### src/toml_string_literal_decoder_assert.svh
// ----------------------------------------------------------------------------
// toml string literal decoder assertion macros
// concurrent checks on clk, disabled while rst_n is low; empty in synthesis
// ----------------------------------------------------------------------------
`ifndef TOML_STRING_LITERAL_DECODER_ASSERT_SVH
`define TOML_STRING_LITERAL_DECODER_ASSERT_SVH
`ifndef SYNTHESIS
// property must hold at every clock edge out of reset
`define TSLD_ASSERT(label, prop) \
    label: assert property (@(posedge clk) disable iff (!rst_n) prop) \
        else $error("tsld assertion failed");
// condition must never be true at a clock edge out of reset
`define TSLD_NEVER(label, cond) \
    label: assert property (@(posedge clk) disable iff (!rst_n) !(cond)) \
        else $error("tsld forbidden condition seen");
`else
`define TSLD_ASSERT(label, prop)
`define TSLD_NEVER(label, cond)
`endif
`endif

### src/tsld_pkg.sv
// ----------------------------------------------------------------------------
// tsld_pkg
// shared codes and the result record passed from parser to serializer
// ----------------------------------------------------------------------------
package tsld_pkg;

    // result status
    localparam logic [1:0] ST_DATA  = 2'd0;
    localparam logic [1:0] ST_DONE  = 2'd1;
    localparam logic [1:0] ST_ERROR = 2'd2;

    // error codes
    localparam logic [2:0] ERR_NONE     = 3'd0;
    localparam logic [2:0] ERR_NO_DELIM = 3'd1;
    localparam logic [2:0] ERR_EARLY    = 3'd2;
    localparam logic [2:0] ERR_CTRL     = 3'd3;
    localparam logic [2:0] ERR_BAD_ESC  = 3'd4;
    localparam logic [2:0] ERR_BAD_HEX  = 3'd5;
    localparam logic [2:0] ERR_BAD_CP   = 3'd6;
    localparam logic [2:0] ERR_LONG_RUN = 3'd7;

    // string kinds
    localparam logic [1:0] KIND_BASIC      = 2'd0;
    localparam logic [1:0] KIND_LITERAL    = 2'd1;
    localparam logic [1:0] KIND_ML_BASIC   = 2'd2;
    localparam logic [1:0] KIND_ML_LITERAL = 2'd3;

    // record queue
    localparam int unsigned FIFO_DEPTH = 4;
    localparam int unsigned FIFO_AW    = $clog2(FIFO_DEPTH);
    localparam int unsigned FIFO_CW    = $clog2(FIFO_DEPTH + 1);

    // up to four data bytes followed by an optional terminal result
    typedef struct packed {
        logic [2:0]      n_data;
        logic [3:0][7:0] data;
        logic            term;
        logic [1:0]      status;
        logic [2:0]      err;
        logic            unused;
        logic [1:0]      kind;
    } rec_t;

endpackage

### src/tsld_front.sv
// ----------------------------------------------------------------------------
// tsld_front
// per-byte string parser: updates parse state and builds one result record
// ----------------------------------------------------------------------------
`include "toml_string_literal_decoder_assert.svh"

module tsld_front
(
    input  logic             clk,
    input  logic             rst_n,
    input  logic             accept,
    input  logic [7:0]       in_byte,
    input  logic             end_of_input,
    output tsld_pkg::rec_t   rec,
    output logic             has_result
);

    localparam logic [3:0] M_IDLE   = 4'd0;
    localparam logic [3:0] M_DQ1    = 4'd1;
    localparam logic [3:0] M_DQ2    = 4'd2;
    localparam logic [3:0] M_SQ1    = 4'd3;
    localparam logic [3:0] M_SQ2    = 4'd4;
    localparam logic [3:0] M_SINGLE = 4'd5;
    localparam logic [3:0] M_MULTI  = 4'd6;
    localparam logic [3:0] M_ESC    = 4'd7;
    localparam logic [3:0] M_HEX    = 4'd8;
    localparam logic [3:0] M_ESCWS  = 4'd9;
    localparam logic [3:0] M_TRIM   = 4'd10;

    localparam logic [7:0] CH_TAB    = 8'h09;
    localparam logic [7:0] CH_LF     = 8'h0A;
    localparam logic [7:0] CH_CR     = 8'h0D;
    localparam logic [7:0] CH_SPACE  = 8'h20;
    localparam logic [7:0] CH_DQUOTE = 8'h22;
    localparam logic [7:0] CH_SQUOTE = 8'h27;
    localparam logic [7:0] CH_BSLASH = 8'h5C;

    logic [3:0]  mode_reg, mode_next;
    logic [2:0]  qrun_reg, qrun_next;
    logic [20:0] hexv_reg, hexv_next;
    logic        hexovf_reg, hexovf_next;
    logic [3:0]  hexleft_reg, hexleft_next;
    logic        swallow_reg, swallow_next;
    logic        acs_reg, acs_next;
    logic [1:0]  kind_reg, kind_next;

    // bit 4 set when not a hex digit
    function automatic logic [4:0] hex_digit(input logic [7:0] c);
        logic [4:0] d;
        if (c >= 8'h30 && c <= 8'h39)
            d = {1'b0, 4'(c - 8'h30)};
        else if (c >= 8'h61 && c <= 8'h66)
            d = {1'b0, 4'(c - 8'h57)};
        else if (c >= 8'h41 && c <= 8'h46)
            d = {1'b0, 4'(c - 8'h37)};
        else
            d = 5'h10;
        return d;
    endfunction

    always_comb
    begin
        logic [7:0]  q;
        logic        is_ctrl;
        logic        is_blank;
        logic        is_nl;
        logic        do_single;
        logic        do_multi;
        logic        ms_sw;
        logic        skip;
        logic        finish;
        logic [4:0]  hd;
        logic [20:0] hv;
        logic        hovf;
        logic        cp_bad;
        logic [2:0]  nq;
        logic [3:0]  back_mode;
        logic        esc_hit;
        logic [7:0]  esc_val;

        mode_next    = mode_reg;
        qrun_next    = qrun_reg;
        hexv_next    = hexv_reg;
        hexovf_next  = hexovf_reg;
        hexleft_next = hexleft_reg;
        swallow_next = swallow_reg;
        acs_next     = acs_reg;
        kind_next    = kind_reg;
        rec          = '0;

        q         = (kind_reg == tsld_pkg::KIND_ML_BASIC) ? CH_DQUOTE : CH_SQUOTE;
        is_ctrl   = (in_byte <= 8'h08) || (in_byte >= 8'h0A && in_byte <= 8'h1F)
                    || (in_byte == 8'h7F);
        is_blank  = (in_byte == CH_SPACE) || (in_byte == CH_TAB);
        is_nl     = (in_byte == CH_LF) || (in_byte == CH_CR);
        do_single = 1'b0;
        do_multi  = 1'b0;
        ms_sw     = swallow_reg;
        skip      = 1'b0;
        finish    = 1'b0;
        hd        = hex_digit(in_byte);
        hv        = {hexv_reg[16:0], hd[3:0]};
        hovf      = hexovf_reg || (hexv_reg[20:17] != 4'd0);
        cp_bad    = hovf || (hv > 21'h10FFFF) || (hv >= 21'h00D800 && hv <= 21'h00DFFF);
        nq        = qrun_reg + 3'd1;
        back_mode = (kind_reg == tsld_pkg::KIND_ML_BASIC) ? M_MULTI : M_SINGLE;
        esc_hit   = 1'b0;
        esc_val   = 8'h00;

        if (end_of_input)
        begin
            finish   = 1'b1;
            rec.term = 1'b1;
            unique case (mode_reg)
                M_IDLE:
                begin
                    kind_next  = tsld_pkg::KIND_BASIC;
                    rec.status = tsld_pkg::ST_ERROR;
                    rec.err    = tsld_pkg::ERR_NO_DELIM;
                end
                M_DQ2, M_SQ2:
                begin
                    rec.status = tsld_pkg::ST_DONE;
                end
                M_MULTI:
                begin
                    if (qrun_reg >= 3'd3)
                    begin
                        rec.data[0] = q;
                        rec.data[1] = q;
                        rec.n_data  = qrun_reg - 3'd3;
                        rec.status  = tsld_pkg::ST_DONE;
                    end
                    else
                    begin
                        rec.status = tsld_pkg::ST_ERROR;
                        rec.err    = tsld_pkg::ERR_EARLY;
                    end
                end
                default:
                begin
                    rec.status = tsld_pkg::ST_ERROR;
                    rec.err    = tsld_pkg::ERR_EARLY;
                end
            endcase
        end
        else
        begin
            unique case (mode_reg)
                M_IDLE:
                begin
                    if (in_byte == CH_DQUOTE)
                    begin
                        kind_next = tsld_pkg::KIND_BASIC;
                        mode_next = M_DQ1;
                    end
                    else if (in_byte == CH_SQUOTE)
                    begin
                        kind_next = tsld_pkg::KIND_LITERAL;
                        mode_next = M_SQ1;
                    end
                    else
                    begin
                        kind_next  = tsld_pkg::KIND_BASIC;
                        finish     = 1'b1;
                        rec.term   = 1'b1;
                        rec.status = tsld_pkg::ST_ERROR;
                        rec.err    = tsld_pkg::ERR_NO_DELIM;
                        rec.unused = 1'b1;
                    end
                end
                M_DQ1, M_SQ1:
                begin
                    if (in_byte == ((mode_reg == M_DQ1) ? CH_DQUOTE : CH_SQUOTE))
                        mode_next = (mode_reg == M_DQ1) ? M_DQ2 : M_SQ2;
                    else
                    begin
                        mode_next = M_SINGLE;
                        do_single = 1'b1;
                    end
                end
                M_DQ2, M_SQ2:
                begin
                    if (in_byte == ((mode_reg == M_DQ2) ? CH_DQUOTE : CH_SQUOTE))
                    begin
                        kind_next    = (mode_reg == M_DQ2) ? tsld_pkg::KIND_ML_BASIC
                                                           : tsld_pkg::KIND_ML_LITERAL;
                        mode_next    = M_MULTI;
                        qrun_next    = 3'd0;
                        swallow_next = 1'b0;
                        acs_next     = 1'b1;
                    end
                    else
                    begin
                        // empty string, closing decided by this byte
                        finish     = 1'b1;
                        rec.term   = 1'b1;
                        rec.status = tsld_pkg::ST_DONE;
                        rec.unused = 1'b1;
                    end
                end
                M_SINGLE:
                begin
                    do_single = 1'b1;
                end
                M_MULTI:
                begin
                    do_multi = 1'b1;
                end
                M_ESC:
                begin
                    unique case (in_byte)
                        8'h62: begin esc_hit = 1'b1; esc_val = 8'h08; end
                        8'h74: begin esc_hit = 1'b1; esc_val = 8'h09; end
                        8'h6E: begin esc_hit = 1'b1; esc_val = 8'h0A; end
                        8'h66: begin esc_hit = 1'b1; esc_val = 8'h0C; end
                        8'h72: begin esc_hit = 1'b1; esc_val = 8'h0D; end
                        CH_DQUOTE: begin esc_hit = 1'b1; esc_val = CH_DQUOTE; end
                        CH_BSLASH: begin esc_hit = 1'b1; esc_val = CH_BSLASH; end
                        8'h75:
                        begin
                            hexleft_next = 4'd4;
                            hexv_next    = '0;
                            hexovf_next  = 1'b0;
                            mode_next    = M_HEX;
                        end
                        8'h55:
                        begin
                            hexleft_next = 4'd8;
                            hexv_next    = '0;
                            hexovf_next  = 1'b0;
                            mode_next    = M_HEX;
                        end
                        default:
                        begin
                            if (kind_reg == tsld_pkg::KIND_ML_BASIC && is_blank)
                                mode_next = M_ESCWS;
                            else if (kind_reg == tsld_pkg::KIND_ML_BASIC && is_nl)
                                mode_next = M_TRIM;
                            else
                            begin
                                finish     = 1'b1;
                                rec.term   = 1'b1;
                                rec.status = tsld_pkg::ST_ERROR;
                                rec.err    = tsld_pkg::ERR_BAD_ESC;
                            end
                        end
                    endcase
                    if (esc_hit)
                    begin
                        rec.data[0] = esc_val;
                        rec.n_data  = 3'd1;
                        mode_next   = back_mode;
                    end
                end
                M_HEX:
                begin
                    if (hd[4])
                    begin
                        finish     = 1'b1;
                        rec.term   = 1'b1;
                        rec.status = tsld_pkg::ST_ERROR;
                        rec.err    = tsld_pkg::ERR_BAD_HEX;
                    end
                    else
                    begin
                        hexleft_next = hexleft_reg - 4'd1;
                        if (hexleft_reg != 4'd1)
                        begin
                            hexv_next   = hv;
                            hexovf_next = hovf;
                        end
                        else
                        begin
                            hexv_next   = '0;
                            hexovf_next = 1'b0;
                            if (cp_bad)
                            begin
                                finish     = 1'b1;
                                rec.term   = 1'b1;
                                rec.status = tsld_pkg::ST_ERROR;
                                rec.err    = tsld_pkg::ERR_BAD_CP;
                            end
                            else
                            begin
                                mode_next = back_mode;
                                // utf-8 encoding of the code point
                                if (hv < 21'h000080)
                                begin
                                    rec.data[0] = hv[7:0];
                                    rec.n_data  = 3'd1;
                                end
                                else if (hv < 21'h000800)
                                begin
                                    rec.data[0] = {3'b110, hv[10:6]};
                                    rec.data[1] = {2'b10, hv[5:0]};
                                    rec.n_data  = 3'd2;
                                end
                                else if (hv < 21'h010000)
                                begin
                                    rec.data[0] = {4'b1110, hv[15:12]};
                                    rec.data[1] = {2'b10, hv[11:6]};
                                    rec.data[2] = {2'b10, hv[5:0]};
                                    rec.n_data  = 3'd3;
                                end
                                else
                                begin
                                    rec.data[0] = {5'b11110, hv[20:18]};
                                    rec.data[1] = {2'b10, hv[17:12]};
                                    rec.data[2] = {2'b10, hv[11:6]};
                                    rec.data[3] = {2'b10, hv[5:0]};
                                    rec.n_data  = 3'd4;
                                end
                            end
                        end
                    end
                end
                M_ESCWS:
                begin
                    if (is_nl)
                        mode_next = M_TRIM;
                    else if (!is_blank)
                    begin
                        finish     = 1'b1;
                        rec.term   = 1'b1;
                        rec.status = tsld_pkg::ST_ERROR;
                        rec.err    = tsld_pkg::ERR_BAD_ESC;
                    end
                end
                M_TRIM:
                begin
                    if (!is_blank && !is_nl)
                    begin
                        mode_next    = M_MULTI;
                        swallow_next = 1'b0;
                        ms_sw        = 1'b0;
                        do_multi     = 1'b1;
                    end
                end
                default:
                begin
                    finish = 1'b1;
                end
            endcase

            // single-line body byte
            if (do_single)
            begin
                if (in_byte == ((kind_reg == tsld_pkg::KIND_BASIC) ? CH_DQUOTE : CH_SQUOTE))
                begin
                    finish     = 1'b1;
                    rec.term   = 1'b1;
                    rec.status = tsld_pkg::ST_DONE;
                end
                else if (is_ctrl)
                begin
                    finish     = 1'b1;
                    rec.term   = 1'b1;
                    rec.status = tsld_pkg::ST_ERROR;
                    rec.err    = tsld_pkg::ERR_CTRL;
                end
                else if (kind_reg == tsld_pkg::KIND_BASIC && in_byte == CH_BSLASH)
                    mode_next = M_ESC;
                else
                begin
                    rec.data[0] = in_byte;
                    rec.n_data  = 3'd1;
                end
            end

            // multiline body byte with newline folding and quote runs
            if (do_multi)
            begin
                if (ms_sw)
                begin
                    swallow_next = 1'b0;
                    if (in_byte == CH_LF)
                        skip = 1'b1;
                end
                if (!skip && acs_reg)
                begin
                    acs_next = 1'b0;
                    if (in_byte == CH_LF)
                        skip = 1'b1;
                    else if (in_byte == CH_CR)
                    begin
                        swallow_next = 1'b1;
                        skip         = 1'b1;
                    end
                end
                if (!skip)
                begin
                    if (in_byte == q)
                    begin
                        qrun_next = nq;
                        if (nq >= 3'd6)
                        begin
                            finish     = 1'b1;
                            rec.term   = 1'b1;
                            rec.status = tsld_pkg::ST_ERROR;
                            rec.err    = tsld_pkg::ERR_LONG_RUN;
                        end
                    end
                    else if (qrun_reg >= 3'd3)
                    begin
                        // closing run: extra quotes are content
                        rec.data[0] = q;
                        rec.data[1] = q;
                        rec.n_data  = qrun_reg - 3'd3;
                        finish      = 1'b1;
                        rec.term    = 1'b1;
                        rec.status  = tsld_pkg::ST_DONE;
                        rec.unused  = 1'b1;
                    end
                    else
                    begin
                        rec.data[0] = q;
                        rec.data[1] = q;
                        rec.n_data  = qrun_reg;
                        qrun_next   = 3'd0;
                        if (is_nl)
                        begin
                            rec.data[qrun_reg[1:0]] = CH_LF;
                            rec.n_data              = qrun_reg + 3'd1;
                            if (in_byte == CH_CR)
                                swallow_next = 1'b1;
                        end
                        else if (is_ctrl)
                        begin
                            finish     = 1'b1;
                            rec.term   = 1'b1;
                            rec.status = tsld_pkg::ST_ERROR;
                            rec.err    = tsld_pkg::ERR_CTRL;
                        end
                        else if (kind_reg == tsld_pkg::KIND_ML_BASIC && in_byte == CH_BSLASH)
                            mode_next = M_ESC;
                        else
                        begin
                            rec.data[qrun_reg[1:0]] = in_byte;
                            rec.n_data              = qrun_reg + 3'd1;
                        end
                    end
                end
            end
        end

        if (finish)
        begin
            mode_next    = M_IDLE;
            qrun_next    = 3'd0;
            hexv_next    = '0;
            hexovf_next  = 1'b0;
            hexleft_next = 4'd0;
            swallow_next = 1'b0;
            acs_next     = 1'b0;
        end
        rec.kind = kind_next;
    end

    assign has_result = (rec.n_data != 3'd0) || rec.term;

    always_ff @(posedge clk or negedge rst_n)
    begin
        if (!rst_n)
        begin
            mode_reg    <= M_IDLE;
            qrun_reg    <= 3'd0;
            hexv_reg    <= '0;
            hexovf_reg  <= 1'b0;
            hexleft_reg <= 4'd0;
            swallow_reg <= 1'b0;
            acs_reg     <= 1'b0;
            kind_reg    <= tsld_pkg::KIND_BASIC;
        end
        else if (accept)
        begin
            mode_reg    <= mode_next;
            qrun_reg    <= qrun_next;
            hexv_reg    <= hexv_next;
            hexovf_reg  <= hexovf_next;
            hexleft_reg <= hexleft_next;
            swallow_reg <= swallow_next;
            acs_reg     <= acs_next;
            kind_reg    <= kind_next;
        end
    end

    `TSLD_ASSERT(a_hex_left_live, (mode_reg == M_HEX) |-> (hexleft_reg != 4'd0))
    `TSLD_NEVER(a_qrun_outside_multi, (mode_reg != M_MULTI) && (qrun_reg != 3'd0))

endmodule

### src/tsld_fifo.sv
// ----------------------------------------------------------------------------
// tsld_fifo
// short record queue between parser and serializer
// ----------------------------------------------------------------------------
`include "toml_string_literal_decoder_assert.svh"

module tsld_fifo
(
    input  logic           clk,
    input  logic           rst_n,
    input  logic           push,
    input  tsld_pkg::rec_t wr_rec,
    input  logic           pop,
    output tsld_pkg::rec_t head,
    output logic           full,
    output logic           empty
);

    tsld_pkg::rec_t                      mem_reg [tsld_pkg::FIFO_DEPTH];
    logic [tsld_pkg::FIFO_AW-1:0]        wr_ptr_reg, rd_ptr_reg;
    logic [tsld_pkg::FIFO_CW-1:0]        count_reg;

    function automatic logic [tsld_pkg::FIFO_AW-1:0] ptr_inc(
        input logic [tsld_pkg::FIFO_AW-1:0] p);
        logic [tsld_pkg::FIFO_AW-1:0] r;
        if (p == tsld_pkg::FIFO_AW'(tsld_pkg::FIFO_DEPTH - 1))
            r = '0;
        else
            r = p + 1'b1;
        return r;
    endfunction

    assign full  = (count_reg == tsld_pkg::FIFO_CW'(tsld_pkg::FIFO_DEPTH));
    assign empty = (count_reg == '0);
    assign head  = mem_reg[rd_ptr_reg];

    always_ff @(posedge clk)
    begin
        if (push)
            mem_reg[wr_ptr_reg] <= wr_rec;
    end

    always_ff @(posedge clk or negedge rst_n)
    begin
        if (!rst_n)
        begin
            wr_ptr_reg <= '0;
            rd_ptr_reg <= '0;
            count_reg  <= '0;
        end
        else
        begin
            if (push)
                wr_ptr_reg <= ptr_inc(wr_ptr_reg);
            if (pop)
                rd_ptr_reg <= ptr_inc(rd_ptr_reg);
            if (push && !pop)
                count_reg <= count_reg + 1'b1;
            else if (pop && !push)
                count_reg <= count_reg - 1'b1;
        end
    end

    `TSLD_NEVER(a_push_when_full, push && full)

endmodule

### src/tsld_back.sv
// ----------------------------------------------------------------------------
// tsld_back
// serializer: walks one record and presents its results one beat at a time
// ----------------------------------------------------------------------------
`include "toml_string_literal_decoder_assert.svh"

module tsld_back
(
    input  logic           clk,
    input  logic           rst_n,
    input  tsld_pkg::rec_t head,
    input  logic           head_valid,
    input  logic           out_stall,
    output logic           pop,
    output logic [7:0]     out_byte,
    output logic [1:0]     status,
    output logic [2:0]     error_code,
    output logic [1:0]     string_kind,
    output logic           byte_unused,
    output logic           last
);

    logic [2:0] idx_reg, idx_next;
    logic [2:0] total;
    logic       is_data;
    logic       take;

    assign total   = head.n_data + {2'b00, head.term};
    assign is_data = (idx_reg < head.n_data);
    assign last    = (idx_reg == total - 3'd1);
    assign take    = head_valid && !out_stall;
    assign pop     = take && last;

    assign out_byte    = is_data ? head.data[idx_reg[1:0]] : 8'h00;
    assign status      = is_data ? tsld_pkg::ST_DATA : head.status;
    assign error_code  = is_data ? tsld_pkg::ERR_NONE : head.err;
    assign byte_unused = is_data ? 1'b0 : head.unused;
    assign string_kind = head.kind;

    always_comb
    begin
        idx_next = idx_reg;
        if (take)
            idx_next = last ? 3'd0 : idx_reg + 3'd1;
    end

    always_ff @(posedge clk or negedge rst_n)
    begin
        if (!rst_n)
            idx_reg <= 3'd0;
        else
            idx_reg <= idx_next;
    end

    `TSLD_NEVER(a_idx_in_record, head_valid && (idx_reg >= total))
    `TSLD_ASSERT(a_record_held, (head_valid && !out_stall && !last) |=> head_valid)

endmodule

### src/toml_string_literal_decoder.sv
// ----------------------------------------------------------------------------
// toml_string_literal_decoder
// decodes one toml string token per call into content bytes plus a status
// ----------------------------------------------------------------------------
//
//  channel | handshake          | payload
//  --------+--------------------+-------------------------------------------
//  in      | in_valid/in_stall  | in_byte, end_of_input
//  out     | out_valid/out_stall| out_byte, status, error_code, string_kind,
//          |                    | byte_unused, last
//
//  an input beat is parsed in the cycle it is accepted; one beat per cycle while in_stall is low
//  an item giving k results holds the output for k beats (k from 1 to 4)
//  a 4-entry record queue sits between parser and serializer; in_stall is
//  raised only while that queue is full
//  reset puts the parser in idle awaiting a delimiter and empties the queue;
//  no clearing pass, inputs are taken right after reset
//
// front: tsld_front parses a beat and builds a record of up to four data
// bytes plus an optional finish or error result
// queue: tsld_fifo holds records so the parser keeps going while the
// consumer stalls
// back: tsld_back walks the head record one result beat at a time and
// marks the final result of the item with last
// ----------------------------------------------------------------------------
module toml_string_literal_decoder
(
    input  logic       clk,
    input  logic       rst_n,
    input  logic       in_valid,
    output logic       in_stall,
    input  logic [7:0] in_byte,
    input  logic       end_of_input,
    output logic       out_valid,
    input  logic       out_stall,
    output logic [7:0] out_byte,
    output logic [1:0] status,
    output logic [2:0] error_code,
    output logic [1:0] string_kind,
    output logic       byte_unused,
    output logic       last
);

    tsld_pkg::rec_t rec;
    tsld_pkg::rec_t head;
    logic           has_result;
    logic           accept;
    logic           push;
    logic           pop;
    logic           full;
    logic           empty;

    // input beat taken whenever the queue has room
    assign in_stall = full;
    assign accept   = in_valid && !in_stall;
    // items that leave no result (prefix bytes, escapes in flight) push nothing
    assign push     = accept && has_result;
    assign out_valid = !empty;

    tsld_front u_front
    (
        .clk          (clk),
        .rst_n        (rst_n),
        .accept       (accept),
        .in_byte      (in_byte),
        .end_of_input (end_of_input),
        .rec          (rec),
        .has_result   (has_result)
    );

    tsld_fifo u_fifo
    (
        .clk    (clk),
        .rst_n  (rst_n),
        .push   (push),
        .wr_rec (rec),
        .pop    (pop),
        .head   (head),
        .full   (full),
        .empty  (empty)
    );

    tsld_back u_back
    (
        .clk         (clk),
        .rst_n       (rst_n),
        .head        (head),
        .head_valid  (out_valid),
        .out_stall   (out_stall),
        .pop         (pop),
        .out_byte    (out_byte),
        .status      (status),
        .error_code  (error_code),
        .string_kind (string_kind),
        .byte_unused (byte_unused),
        .last        (last)
    );

endmodule

### config.mk
export PLATFORM = sky130hd
export DESIGN_NAME = toml_string_literal_decoder
export DESIGN_NICKNAME = d
export VERILOG_FILES = /design/src/tsld_pkg.sv /design/src/tsld_front.sv /design/src/tsld_fifo.sv /design/src/tsld_back.sv /design/src/toml_string_literal_decoder.sv
export VERILOG_INCLUDE_DIRS = /design/src /design/src/src
export SDC_FILE = /design/constraint.sdc
export NUM_CORES = 1
export LEC_CHECK = 0
export ABC_AREA = 1
export BUFFER_PORTS_ARGS = -buffer_cell sky130_fd_sc_hd__clkbuf_2
export CELL_PAD_IN_SITES_DETAIL_PLACEMENT = 0
export CELL_PAD_IN_SITES_GLOBAL_PLACEMENT = 1
export CORE_ASPECT_RATIO = 0.75
export CORE_MARGIN = 2
export CORE_UTILIZATION = 52
export CTS_CLUSTER_DIAMETER = 60
export DETAILED_ROUTE_END_ITERATION = 7
export PLACE_DENSITY_LB_ADDON = 0.1
export SYNTH_ARGS = -nofsm -noshare
export SYNTH_HDL_FRONTEND = slang
export SYNTH_SLANG_ARGS = --single-unit
### constraint.sdc
create_clock -name clk -period 9.2 [get_ports clk]
set_input_delay 1.84 -clock clk [delete_from_list [all_inputs] [get_ports clk]]
set_output_delay 1.84 -clock clk [all_outputs]
set_load 0.005 [all_outputs]
==> results of run 1 <==
## area by class of cell
cell class                      instances  share of cell area, %
Sequential cell                       223                   48.8
Tap cell                              300                   2.84
Clock inverter                         13                  0.520
Multi-Input combinational cell       1005                   37.8
Inverter                              130                   3.71
Clock buffer                           27                   4.54
Timing Repair Buffer                   42                   1.80
## critical path, cell delays in order, from the launching register on
cell	delay, ps
dfrtp_2	360
buf_4	730
a21oi_1	140
a32o_1	290
ha_1	310
a21oi_1	140
and2_0	820
nand2_1	130
a31oi_1	260
clkbuf_2	160
## stage by stage
stage                     worst slack, ps  std cells  util, %
after floorplan                      3450       1416        -
after global placement               3380       1700     54.6
after detailed placement             3190       1700     54.6
after CTS                            3430       1740     57.5
after global routing                 3150       1740     57.5
final                                3480       1740     57.5
## cells in the final DEF, fill, tap and decap left out, types with 7 or more instances in the layout
cell type	n
o21ai_0	168
clkbuf_2	31
a211oi_1	8
clkbuf_16	23
dfrtp_1	46
nand2_2	14
edfxtp_1	176
a21oi_1	55
inv_2	13
o21ai_1	15
a31oi_1	17
nor3_1	12
ha_1	23
nand3_1	80
nor2_1	199
clkinv_1	7
buf_4	11
nor2_4	9
o211ai_1	9
inv_1	114
nor2_2	10
nand4_1	8
o22ai_1	43
nand2_1	289
## routing by layer
metal,part of all wire [%],GRT usage (%),up-vias
met3,8.3,4.74,41
met5,0,0,-
met1,48,42.8,4784
li1,-,-,4895
met4,1.9,6.85,0
met2,42,40.9,414
## worst max-delay path by stage
stage	from	end	slack, ps	cells after the start
3_3_place_gp	in_byte[1]	u_fifo.mem_reg[0][36]	3380	17
6_report	u_fifo.rd_ptr_reg[0]	out_byte[3]	3480	9
3_5_place_dp	in_byte[1]	u_fifo.mem_reg[0][30]	3190	17
2_1_floorplan	in_byte[0]	u_fifo.mem_reg[0][0]	3450	15
5_1_grt	u_fifo.rd_ptr_reg[0]	out_byte[1]	3150	9
4_1_cts	u_fifo.rd_ptr_reg[0]	out_byte[1]	3430	9
## power by group
group	total, W	internal, W	switching (W)
clock network	0.000840	0.000466	0.000373
registers	0.00132	0.00126	0.0000533
logic	0.00115	0.000364	0.000785
## synth_stat cells, drive strengths merged (3+ instances only)
| cell type | number |
|---|---|
| nand2 | 304 |
| nor2 | 218 |
| o21ai | 184 |
| edfxtp | 176 |
| inv | 128 |
| nand3 | 85 |
| a21oi | 57 |
| dfrtp | 47 |
| o22ai | 43 |
| clkbuf | 41 |
| ha | 23 |
| a31oi | 17 |
| buf | 17 |
| nor3 | 12 |
| o211ai | 9 |
| a211oi | 8 |
| nand4 | 8 |
| o2111ai | 5 |
| xnor2 | 5 |
| a221oi | 4 |
| xor2 | 4 |
| a32o | 3 |
## kinds of logic (layout without fill, tap and decap cells)
| logic type | count (synthesis) | after routing | share of synthesized area, % |
|---|---|---|---|
| XOR/XNOR | 9 | 9 | 0.647 |
| flip-flops | 223 | 223 | 53.0 |
| AO/OA/AOI/OAI | 340 | 340 | 15.8 |
| adder cells (fa/ha/maj) | 24 | 24 | 2.53 |
| buffers and inverters | 188 | 212 | 6.24 |
| AND/OR/NAND/NOR | 632 | 632 | 21.8 |
==> results.py, run 1 <==
metrics = {
    "min_path": {
        "hp-start": "u_front.hexv_reg[18]",
        "min_path_cells": 2,
        "hp-class": "reg2reg",
        "hold_end": "u_front.hexv_reg[18]",
    },
    "floorplanning": {
        "ioPinCount": 32,
        "die_w_um": 181,
        "coreArea_um2": 23000,
        "fp.dieArea_um2": 24700,
        "start_util_pct": 53.0,
        "rows": 48,
        "die_h_um": 137,
    },
    "global_route": {
        "grt_pass1_vias": 9320,
        "grt_pass1_wl_um": 53400,
        "grt_overflow_total": 0,
        "grt_max_degree": 91,
        "antenna_found_initial": 0,
        "grt_util_all_layers_pct": 27.8,
    },
    "synth": {
        "async_reset_ff_share_pct": 21.1,
        "ys_seq_area_share_pct": 53.0,
        "yosysTopAreaCell": "edfxtp_1",
        "syn_area_um2": 12200,
        "synth.net_count": 1453,
        "synth_enable_flop_cells": 176,
        "yosys_warnings": 0,
        "synth_top_area_share_pct": 43.4,
        "synth-main-ff-cell": "edfxtp_1",
        "synth-seq-cells": 223,
        "avgSynthCellArea_um2": 8.61,
        "netlist_instances": 1416,
        "synth.distinct_cells": 50,
        "synthTopCellsByArea": "edfxtp_1 (43%), dfrtp_1 (9.6%), nand2_1 (8.9%)",
    },
    "cts": {
        "clk_latency_ps": 500,
        "post-cts-setup-buffer-count": 0,
        "cts.sinks": 223,
        "cts-resized-gates": 0,
        "cts-buffers-inserted": 23,
        "root_buffer": "clkbuf_16",
        "htree_levels": 1,
        "clk_path_buf_depth": 3,
        "cts.hold.buffers_added": 0,
        "clk_pin_slew_ps": 60,
        "cts_tree": "built",
    },
    "setup_path": {
        "crit_type": "reg2out",
        "reg2regPathDepth": 20,
        "critPathArrivalTime_ps": 3880,
        "end_kind": "output port",
        "cp_max_fo": 90,
        "cp_data_required_time_ps": 7360,
        "worstReg2RegStart": "u_front.hexv_reg[13]",
        "reg2reg_slack_ps": 5110,
        "start_kind": "flip-flop",
        "r2r_end": "u_fifo.count_reg[1]",
    },
    "place": {
        "placed_area_um2": 12600,
        "routabilityCongestion": 1.03,
        "portBuffers": 31,
        "dpl.hpwl_um": 23400,
    },
    "detailed_routing": {
        "drc": 0,
        "ant_nets": 0,
        "wl_per_cell_um": 19.7,
        "routed_wirelength_um": 34300,
        "drt_iter0_drc": 1260,
        "dr.pass1.iters": 6,
        "via_per_inst": 5.82,
        "vias": 10100,
    },
    "finish": {
        "fin_area_um2": 13200,
        "final_layout_size_suffix_gt1_share_pct": 9.17,
        "largest_reg_flops": 176,
        "seq_area_um2": 6460,
        "multi_input_area_um2": 5000,
        "area_delta_synth_final_pct": 8.56,
        "diodes": 0,
        "fill_cells": 2083,
        "fin_nets": 1462,
    },
    "sta": {
        "hold_slack_ps": 487,
        "fmax_mhz": 175,
        "final.period_utilization_pct": 62.1,
        "setup_viol": 0,
        "hold_violations": 0,
        "drv_slew": 0,
        "tightest_slew_ps": 1160,
        "fin_crit_ps": 5720,
        "finClkSkew_ps": 14.6,
        "tns_ps": 0,
        "rsz0062_at_grt": "no",
        "relSlewSlack_pct": 22.6,
    },
    "power_and_ir_drop": {
        "powerDensity_nw_per_um2": 250,
        "total_power_w": 0.00331,
        "leakage_nw": 5.26,
        "ir_drop_uv": 184,
    },
    "run_status": {
        "outcome": "finished, final reports clean",
    },
    "job": {
        "cap_violations": 0,
    },
}
No activity file was read; power rests on OpenSTA's default activity.
==> run 2, diff against run 1 <==
--- a/config.mk
+++ b/config.mk
@@ -6,13 +6,13 @@
 export SDC_FILE = /design/constraint.sdc
 export NUM_CORES = 1
 export LEC_CHECK = 0
-export ABC_AREA = 1
+export ABC_AREA = 0
 export BUFFER_PORTS_ARGS = -buffer_cell sky130_fd_sc_hd__clkbuf_2
 export CELL_PAD_IN_SITES_DETAIL_PLACEMENT = 0
 export CELL_PAD_IN_SITES_GLOBAL_PLACEMENT = 1
 export CORE_ASPECT_RATIO = 0.75
 export CORE_MARGIN = 2
-export CORE_UTILIZATION = 52
+export CORE_UTILIZATION = 47
 export CTS_CLUSTER_DIAMETER = 60
 export DETAILED_ROUTE_END_ITERATION = 7
 export PLACE_DENSITY_LB_ADDON = 0.1
==> constraint.sdc (replaced) <==
create_clock -name clk -period 5.2 [get_ports clk]
set_input_delay 1.04 -clock clk [delete_from_list [all_inputs] [get_ports clk]]
set_output_delay 1.04 -clock clk [all_outputs]
set_load 0.005 [all_outputs]
==> run 2 against run 1 <==
  * Worst setup slack worse by 2900 ps
  * Flip-flop and latch count is the same
  * Sequential share of layout area down 0.70 points
  * Via count is 16% lower
  * Largest cell class unchanged
  * Largest power group unchanged
  * Highest routed layer unchanged
==> results.py, run 2 <==
metrics = {
    "synth": {
        "synth-simple-area-share_pct": 14.1,
        "async_reset_ff_share_pct": 21.1,
        "synth_common_cells": "edfxtp_1 (176), nor2_1 (77), nand2_1 (72)",
        "synthXorXnorAreaFrac_pct": 0.588,
        "synth.distinct_cells": 90,
        "synth_enable_flop_cells": 176,
        "synth-main-ff-cell": "edfxtp_1",
        "synthAdderAreaFrac_pct": 2.58,
        "synth.net_count": 1002,
        "syn_area_um2": 11900,
        "avgSynthCellArea_um2": 12.3,
        "synth-seq-cells": 223,
        "synth_compound_gate_area_share_pct": 14.3,
        "synth_mux_area_share_pct": 11.2,
        "yosysMostFrequentCell": "edfxtp_1",
        "ys_seq_area_share_pct": 54.2,
        "synth_top_family_by_area": "compound AO/OA/AOI/OAI gates",
        "synthTopCellsByArea": "edfxtp_1 (44%), dfrtp_1 (9.9%), mux4_2 (9.8%)",
        "netlist_instances": 965,
        "synth_top_area_share_pct": 44.4,
        "yosysTopAreaCell": "edfxtp_1",
        "yosys_warnings": 0,
    },
    "detailed_routing": {
        "routed_wirelength_um": 32200,
        "via_per_inst": 6.18,
        "vias": 8480,
        "drc": 0,
        "ant_nets": 0,
        "wl_per_cell_um": 23.4,
        "dr.pass1.iters": 6,
        "drt_iter0_drc": 850,
    },
    "setup_path": {
        "reg2reg_slack_ps": 930,
        "cp_max_fo": 7,
        "worstReg2RegStart": "u_front.mode_reg[2]",
        "start_kind": "input pin",
        "critPathArrivalTime_ps": 4980,
        "cp_data_required_time_ps": 5610,
        "end_kind": "flip-flop",
        "r2r_end": "u_fifo.count_reg[2]",
        "reg2regPathDepth": 13,
        "crit_type": "in2reg",
        "startpoint": "in_byte[0]",
    },
    "min_path": {
        "hp-class": "reg2reg",
        "min_path_cells": 1,
        "hp-start": "u_fifo.count_reg[2]",
        "hold_end": "u_fifo.count_reg[2]",
    },
    "cts": {
        "htree_levels": 1,
        "cts-resized-gates": 0,
        "clk_pin_slew_ps": 60,
        "cts_tree": "built",
        "clk_path_buf_depth": 3,
        "cts.sinks": 223,
        "post-cts-setup-buffer-count": 0,
        "root_buffer": "clkbuf_16",
        "clk_latency_ps": 520,
        "cts-buffers-inserted": 24,
        "cts.hold.buffers_added": 0,
    },
    "sta": {
        "relSlewSlack_pct": 31.7,
        "hold_violations": 0,
        "tns_ps": 0,
        "rsz0062_at_grt": "no",
        "drv_slew": 0,
        "fmax_mhz": 219,
        "finClkSkew_ps": 13.9,
        "fin_crit_ps": 4570,
        "setup_viol": 0,
        "tightest_slew_ps": 1010,
        "final.period_utilization_pct": 87.9,
    },
    "power_and_ir_drop": {
        "leakage_nw": 4.85,
        "powerDensity_nw_per_um2": 477,
        "total_power_w": 0.00641,
        "ir_drop_uv": 447,
    },
    "finish": {
        "fin_nets": 1054,
        "final_util_pct": 53.8,
        "largest_reg_flops": 176,
        "diodes": 0,
        "final_cells": 1373,
        "final_layout_size_suffix_gt1_share_pct": 20.0,
        "mostFrequentLayoutCells": "edfxtp_1 (176), nor2_1 (77), nand2_1 (72)",
        "area_delta_synth_final_pct": 12.7,
        "final_common_cell": "edfxtp_1",
    },
    "floorplanning": {
        "die_h_um": 142,
        "start_util_pct": 47.7,
        "fp.dieArea_um2": 26700,
        "die_w_um": 188,
        "ioPinCount": 32,
        "coreArea_um2": 25000,
        "rows": 50,
    },
    "global_route": {
        "grt_util_all_layers_pct": 24.8,
        "grt_pass1_wl_um": 50500,
        "grt_overflow_total": 0,
        "grt_max_degree": 48,
        "antenna_found_initial": 0,
        "grt_pass1_vias": 8214,
    },
    "place": {
        "routabilityCongestion": 0.970,
        "portBuffers": 31,
        "place_inst": 1329,
        "dpl.hpwl_um": 22500,
    },
    "run_status": {
        "outcome": "finished, final reports clean",
    },
    "job": {
        "cap_violations": 0,
    },
}
## run 2: layout make-up
class / instances / area (um^2)
multi-input combinational: 657 / 5110
inverter: 30 / 113
fill: 2159 / 11500
clock buffer: 31 / 668
sequential: 223 / 6460
timing repair buffer: 81 / 531
tap: 338 / 423
clock inverter: 13 / 119
## run 2: kinds of logic after synthesis
logic type,after synthesis
buf+inv,85
compound gates,239
fa+ha+maj,24
xor+xnor,8
simple gates,319
mux,67
flops,223
## run 2: metrics by stage
step	cell area (um^2)	setup slack, ps	hold WS, ps
6_report	13400	628	482
4_1_cts	13400	677	483
5_1_grt	13400	481	502
2_1_floorplan	11900	58.9	447
3_3_place_gp	12600	198	470
3_5_place_dp	12600	130	474
## run 2: critical path: stages
cell and delay [ps]:
clkbuf_2 130, inv_1 140, ha_1 310, nand2b_1 180
nor3_4 80, nor4_1 880, nor2_1 160, a211oi_2 270
o221ai_2 210, o41a_4 590, ha_1 250, inv_1 70
fa_1 400, mux2_2 260
## run 2: how the worst max path moves through the flow
stage	cells after the start	end	slack, ps
6_report	14	u_fifo.count_reg[1]	630
5_1_grt	15	u_fifo.count_reg[1]	480
4_1_cts	12	u_fifo.count_reg[1]	680
3_5_place_dp	12	u_fifo.count_reg[1]	130
3_3_place_gp	12	u_fifo.count_reg[1]	200
2_1_floorplan	11	u_fifo.mem_reg[3][0]	60
## run 2: report_power, final
group,internal (W),switching (W)
Sequential,0.00235,0.000242
Combinational,0.00101,0.00115
Clock,0.000967,0.000693
## run 2: metal layers
| layer | share of wire (%) | track usage [%] | vias to the layer above |
|---|---|---|---|
| met1 | 48 | 38.7 | 4234 |
| met4 | 1.4 | 4.19 | 0 |
| li1 | - | - | 3892 |
| met3 | 7.9 | 5.76 | 37 |
| met2 | 42 | 35.8 | 317 |
| met5 | 0 | 0 | - |
